`src/design/alu80_pkg.sv`:
```
// Types and operation codes for the 8080 ALU.
package alu80_pkg;

   localparam logic [3:0] FUNC_ADD = 4'd0;
   localparam logic [3:0] FUNC_ADC = 4'd1;
   localparam logic [3:0] FUNC_SUB = 4'd2;
   localparam logic [3:0] FUNC_SBB = 4'd3;
   localparam logic [3:0] FUNC_ANA = 4'd4;
   localparam logic [3:0] FUNC_XRA = 4'd5;
   localparam logic [3:0] FUNC_ORA = 4'd6;
   localparam logic [3:0] FUNC_CMP = 4'd7;
   localparam logic [3:0] FUNC_INR = 4'd8;
   localparam logic [3:0] FUNC_DCR = 4'd9;
   localparam logic [3:0] FUNC_RLC = 4'd10;
   localparam logic [3:0] FUNC_RRC = 4'd11;
   localparam logic [3:0] FUNC_RAL = 4'd12;
   localparam logic [3:0] FUNC_RAR = 4'd13;
   localparam logic [3:0] FUNC_STC = 4'd14;

   // flag update masks: sign, zero, aux, parity, carry from bit 4 down
   localparam logic [4:0] CHG_ALL      = 5'b11111;
   localparam logic [4:0] CHG_NO_CARRY = 5'b11110;
   localparam logic [4:0] CHG_CARRY    = 5'b00001;
   localparam logic [4:0] CHG_NONE     = 5'b00000;

   typedef struct packed {
      logic [3:0] func;
      logic [7:0] acc_in;
      logic [7:0] operand;
      logic       carry_in;
   } alu80_req_type;

   typedef struct packed {
      logic [7:0] value_out;
      logic       value_written;
      logic       sign_flag;
      logic       zero_flag;
      logic       aux_flag;
      logic       parity_flag;
      logic       carry_flag;
      logic [4:0] flags_changed;
   } alu80_rsp_type;

endpackage

```
`src/design/alu80_core.sv`:
```
// Combinational 8080 ALU datapath and flag logic.
module alu80_core (
   input  alu80_pkg::alu80_req_type req,
   output alu80_pkg::alu80_rsp_type rsp
);
   import alu80_pkg::*;

   logic       sub_op;
   logic       add_cin;
   logic [7:0] add_b;
   logic [8:0] add_sum;
   logic [4:0] nib_sum;
   logic [7:0] res;
   logic       wr;
   logic       aux;
   logic       cy;
   logic [4:0] chg;

   // shared adder: subtraction is a + ~b + !borrow
   always_comb begin
      sub_op  = (req.func == FUNC_SUB) || (req.func == FUNC_SBB) || (req.func == FUNC_CMP);
      add_b   = sub_op ? ~req.operand : req.operand;
      unique case (req.func)
         FUNC_ADC: add_cin = req.carry_in;
         FUNC_SUB, FUNC_CMP: add_cin = 1'b1;
         FUNC_SBB: add_cin = ~req.carry_in;
         default:  add_cin = 1'b0;
      endcase
      add_sum = {1'b0, req.acc_in} + {1'b0, add_b} + {8'd0, add_cin};
      nib_sum = {1'b0, req.acc_in[3:0]} + {1'b0, add_b[3:0]} + {4'd0, add_cin};
   end

   always_comb begin
      res = req.acc_in;
      wr  = 1'b1;
      aux = 1'b0;
      cy  = req.carry_in;
      chg = CHG_ALL;
      unique case (req.func)
         FUNC_ADD, FUNC_ADC: begin
            res = add_sum[7:0];
            cy  = add_sum[8];
            aux = nib_sum[4];
         end
         FUNC_SUB, FUNC_SBB, FUNC_CMP: begin
            res = add_sum[7:0];
            cy  = ~add_sum[8];
            aux = nib_sum[4];
            wr  = (req.func != FUNC_CMP);
         end
         FUNC_ANA: begin
            res = req.acc_in & req.operand;
            aux = req.acc_in[3] | req.operand[3];
            cy  = 1'b0;
         end
         FUNC_XRA: begin
            res = req.acc_in ^ req.operand;
            cy  = 1'b0;
         end
         FUNC_ORA: begin
            res = req.acc_in | req.operand;
            cy  = 1'b0;
         end
         FUNC_INR: begin
            res = req.operand + 8'd1;
            aux = (req.operand[3:0] == 4'hf);
            chg = CHG_NO_CARRY;
         end
         FUNC_DCR: begin
            res = req.operand - 8'd1;
            aux = (req.operand[3:0] != 4'h0);
            chg = CHG_NO_CARRY;
         end
         FUNC_RLC: begin
            res = {req.acc_in[6:0], req.acc_in[7]};
            cy  = req.acc_in[7];
            chg = CHG_CARRY;
         end
         FUNC_RRC: begin
            res = {req.acc_in[0], req.acc_in[7:1]};
            cy  = req.acc_in[0];
            chg = CHG_CARRY;
         end
         FUNC_RAL: begin
            res = {req.acc_in[6:0], req.carry_in};
            cy  = req.acc_in[7];
            chg = CHG_CARRY;
         end
         FUNC_RAR: begin
            res = {req.carry_in, req.acc_in[7:1]};
            cy  = req.acc_in[0];
            chg = CHG_CARRY;
         end
         FUNC_STC: begin
            cy  = 1'b1;
            wr  = 1'b0;
            chg = CHG_CARRY;
         end
         default: begin
            wr  = 1'b0;
            chg = CHG_NONE;
         end
      endcase
   end

   always_comb begin
      rsp.value_out     = wr ? res : req.acc_in;
      rsp.value_written = wr;
      rsp.sign_flag     = chg[4] & res[7];
      rsp.zero_flag     = chg[3] & (res == 8'd0);
      rsp.aux_flag      = chg[2] & aux;
      rsp.parity_flag   = chg[1] & ~(^res);
      rsp.carry_flag    = cy;
      rsp.flags_changed = chg;
   end

endmodule

```
`src/design/cpu8080_alu_with_flags.sv`:
```
// 8080 ALU: an accepted word is held in the input register and its result in the result register,
// which drives the outputs. Throughput one word per cycle: input register, one pass of ALU logic, result register.
// busy is always low; the receiver cannot stall and needs no holding.
// Synchronous active-high reset clears the valid bits; payload registers are not reset.
// The result shows on rsp_data for one cycle with rsp_strobe high.
module cpu8080_alu_with_flags (
   input  logic                     clock,
   input  logic                     reset,
   input  logic                     start,
   output logic                     busy,
   input  alu80_pkg::alu80_req_type req_data,
   output logic                     rsp_strobe,
   output alu80_pkg::alu80_rsp_type rsp_data
);
   import alu80_pkg::*;

   logic          req_valid_ff;
   logic          req_valid_in;
   alu80_req_type req_ff;
   alu80_req_type req_in;
   logic          rsp_valid_ff;
   logic          rsp_valid_in;
   alu80_rsp_type rsp_ff;
   alu80_rsp_type rsp_in;
   alu80_rsp_type alu_rsp;

   assign busy = 1'b0;

   assign req_valid_in = start & ~busy;
   assign req_in       = req_data;
   assign rsp_valid_in = req_valid_ff;
   assign rsp_in       = alu_rsp;

   alu80_core u_core (
      .req (req_ff),
      .rsp (alu_rsp)
   );

   always_ff @(posedge clock) begin
      if (reset) begin
         req_valid_ff <= 1'b0;
         rsp_valid_ff <= 1'b0;
      end else begin
         req_valid_ff <= req_valid_in;
         rsp_valid_ff <= rsp_valid_in;
      end
   end

   always_ff @(posedge clock) begin
      req_ff <= req_in;
      rsp_ff <= rsp_in;
   end

   assign rsp_strobe = rsp_valid_ff;
   assign rsp_data   = rsp_ff;

endmodule

```
`config.mk`:
```
export PLATFORM = sky130hd
export DESIGN_NAME = cpu8080_alu_with_flags
export DESIGN_NICKNAME = d
export VERILOG_FILES = /design/src/design/alu80_pkg.sv /design/src/design/alu80_core.sv /design/src/design/cpu8080_alu_with_flags.sv
export SDC_FILE = /design/constraint.sdc
export NUM_CORES = 1
export LEC_CHECK = 0
export BUFFER_PORTS_ARGS = -buffer_cell sky130_fd_sc_hd__buf_2
export CAP_MARGIN = 5
export CELL_PAD_IN_SITES_DETAIL_PLACEMENT = 1
export CELL_PAD_IN_SITES_GLOBAL_PLACEMENT = 1
export CORE_UTILIZATION = 43
export DETAILED_ROUTE_END_ITERATION = 8
export PLACE_DENSITY = 0.78
export SLEW_MARGIN = 15
export SYNTH_ARGS = -nofsm -noshare
export SYNTH_HDL_FRONTEND = slang
export SYNTH_SLANG_ARGS = --single-unit
```
`constraint.sdc`:
```
create_clock -name clock -period 5 [get_ports clock]
set_input_delay 0 -clock clock [delete_from_list [all_inputs] [get_ports clock]]
set_output_delay 0 -clock clock [all_outputs]
set_load 0.02 [all_outputs]
```
==> qor.csv <==
stage;metric;value;unit
outcome;status;finished, final reports clean;
cts;tritoncts;yes;
layout;drive_gt1_frac;0.171;
cts;clockBufferDepth;2;
cts;postCtsResizedCells;0;
global_route;grt_max_degree;27;
layout;final_common_cell;buf_2;
timing;finalSetupTns;0;ns
global_route;grt_antenna_before_repair;0;
worst_setup_path;path_cells;inv_1 > a21oi_1 > nor2_1 > fa_1 > fa_1 > nand3_1 > and2_1 > xnor2_1 > a221oi_1 > o21ai_0 > a21oi_1 > ha_1 > xnor2_1 > xnor2_1 > xnor2_1 > mux2_1;
timing;hold_ws;0.321;ns
timing;min_period_over_period;0.824;
floorplan;num_rows;28;
worst_setup_path;critPathLaunch;req_ff[19];
floorplan;die-width;82.3;um
routing;drt-total-wl;8360;um
worst_setup_path;crit_fanout;20;
global_route;grt_overflow;0;
worst_setup_path;max_stage_delay;0.74;ns
timing;finalSetupViolCount;0;
place;place.gp.congestion;0.848;
synthesis;synthesis.yosys.warnings;0;
routing;dr_total_vias;2674;
power_and_ir_drop;power.density;290;mW/mm^2
synthesis;synth-seq-cells;39;
synthesis;synth_edf_count;0;
worst_setup_path;crit_family;adder cells;
worst_setup_path;rr_worst_depth;16;
worst_setup_path;critPathRequiredTime;5.20;ns
global_route;gr-usage-met3;0.0659;
flow_run;cap_violations;0;
worst_setup_path;setup.worst_path.end;rsp_data[6];
worst_setup_path;slowest_stage;dfxtp_1;
timing;timing.final.ws_setup;0.878;ns
place;post-place-ws;0.892;ns
cts;clockRootBuffer;clkbuf_8;
timing;fin_crit;4.12;ns
worst_setup_path;critical_path_buf_inv_count;1;
synthesis;synth_top_area_cell;dfxtp_1;
cts;cts_buffers;5;
synthesis;yosysTopAreaCellShare;0.281;
synthesis;synth_nets;384;
hold_path;hp-class;in -> reg;
cts;htree_levels;2;
layout;final_util;0.553;
layout;area_growth_syn_to_layout;20.7;%
worst_setup_path;critPathArrivalTime;4.32;ns
place;io_buffers;43;
worst_setup_path;reg2reg_from;req_ff[19];
power_and_ir_drop;p_leak;0.00149;uW
routing;wl_per_cell;18.2;um
global_route;first_global_vias;2674;
worst_setup_path;r2r_setup_slack;0.88;ns
timing;slew_viol_final;0;
worst_setup_path;r2r_end;rsp_data[6];
global_route;track_usage;0.271;
timing;slew_headroom;0.282;
synthesis;synth_ff_type;dfxtp_1;
timing;hold_viol;0;
timing;max_freq;243;MHz
cts;cts.sinks;39;
routing;viasPerCell;5.81;
power_and_ir_drop;ir_worst_vdd;166;uV
routing;ant_nets;0;
floorplan;die_area;0.00678;mm^2
synthesis;yosysSeqAreaShare;0.281;
worst_setup_path;crit_path_frequent_cell;xnor2_1;
worst_setup_path;critPathKind;reg -> reg;
routing;drtIter0Drc;131;
synthesis;synthesis.area;0.00278;mm^2
worst_setup_path;critPathLaunchType;flip-flop;
floorplan;initial_utilization;0.458;
cts;clkTransAtPathRegs;0.09;ns
worst_setup_path;endpoint_kind;flip-flop;
floorplan;core;0.00606;mm^2
layout;finalNetCount;440;
synthesis;postSynthCellCount;328;
synthesis;async_reset_ff_frac;0;
cts;clock_latency;0.31;ns
global_route;met1_usage;0.324;
timing;finClkSkew;0.0151;ns
layout;layout_common_cells;43 x buf_2, 39 x dfxtp_1, 30 x ha_1;
global_route;grt_pass1_wl;13400;um
worst_setup_path;cp.depth;16;
timing;rsz0062_at_grt;false;
synthesis;ys_types;56;
routing;drc_errors;0;
routing;firstDrtPassIters;4;
floorplan;ioPinCount;45;
place;dp_hpwl;6170;um
global_route;top_usage_layer;met2;
layout;diodes;0;
global_route;use_met2;0.466;
synthesis;synth.avg_cell_area;8.46;um^2
synthesis;synth.top_cells.by_area;dfxtp_1 28%, ha_1 14%, xnor2_1 6.3%;
floorplan;die_height;82.3;um
timing;tightest_slew;1.07;ns
==> through the flow <==
| stage | cells | cell area [um^2] | power (uW) |
|---|---|---|---|
| after floorplan | 328 | 2780 | 595 |
| after global placement | 429 | 3000 | 671 |
| after detailed placement | 429 | 3000 | 680 |
| after CTS | 460 | 3350 | 978 |
| after global routing | 460 | 3350 | 1030 |
| final | 460 | 3350 | 972 |
==> Yosys cell counts (2+ instances only) <==
cell type	number
a211o_1	2
nor2_1	19
a31oi_1	6
o22ai_1	5
o211ai_1	5
xnor2_1	20
buf_6	2
xor2_1	3
a22o_1	3
clkbuf_1	10
a2111oi_0	2
a22oi_1	2
a221oi_1	5
o21bai_1	2
a21oi_1	28
nor2b_1	7
buf_4	4
fa_1	2
a21o_1	2
nand2_1	20
buf_2	5
a32oi_1	3
and3_1	2
o31ai_1	2
and2_1	4
mux2_2	5
dfxtp_1	39
nand2b_1	4
ha_1	30
o21ai_0	17
nor3_1	7
and4_1	2
nand4_1	2
inv_1	25
mux2i_1	2
nand3_1	10
==> sequential cells by signal, indices dropped and copies added (netlist names) <==
register and flops:
req_valid_ff 1, rsp_strobe 1, req_ff 21, rsp_data 16
==> repair_timing <==
item                                   CTS  global route
endpoints found under the hold margin   23             0
setup endpoints to repair                0             0
hold buffers                            23             0
buffers inserted                         0             0
==> report_power, final <==
| part | switching, uW | internal, uW | total, uW |
|---|---|---|---|
| registers | 28.0 | 341 | 369 |
| clock network | 123 | 162 | 284 |
| logic | 175 | 143 | 318 |
| total | 325 | 646 | 972 |
==> routing by layer <==
layer | routed length (um) | part of all wire | vias up
met2 | 4050 | 0.48 | 81
met4 | 294 | 0.035 | 0
li1 | - | - | 1281
met3 | 444 | 0.053 | 23
met5 | 0 | 0 | -
met1 | 3570 | 0.43 | 1289
==> worst min-delay path by stage <==
stage                 from   endpoint  slack (ns)  depth (start not counted)
2_1_floorplan  req_data[0]  req_ff[0]        0.03                          0
3_3_place_gp   req_data[1]  req_ff[1]        0.10                          1
3_5_place_dp   req_data[5]  req_ff[5]        0.10                          1
4_1_cts        req_data[4]  req_ff[4]        0.31                          2
5_1_grt        req_data[6]  req_ff[6]        0.31                          2
6_report       req_data[6]  req_ff[6]        0.32                          2
==> final cells by class <==
type                       instances  area [um^2]
tap                               75         93.8
multi-input combinational        241         1780
clock buffer                       6         82.6
inverter                          26         97.6
sequential                        39          781
clock inverter                     2         35.0
timing repair buffer              71          483
fill                             751         2710
==> logic make-up (layout without fill, tap and decap cells) <==
kind of cell / count (synthesis) / in the layout / synth area share
AOI/OAI and AO/OA: 94 / 94 / 0.228
xor gates and xnor gates: 23 / 23 / 0.0726
adders and majority gates: 32 / 32 / 0.150
buffers and inverters: 48 / 105 / 0.0780
DFF: 39 / 39 / 0.281
muxes: 8 / 8 / 0.0316
other: 1 / 1 / 0.00135
and+or+nand+nor: 83 / 83 / 0.158
Note: power is estimated with default switching activity, not from simulation.
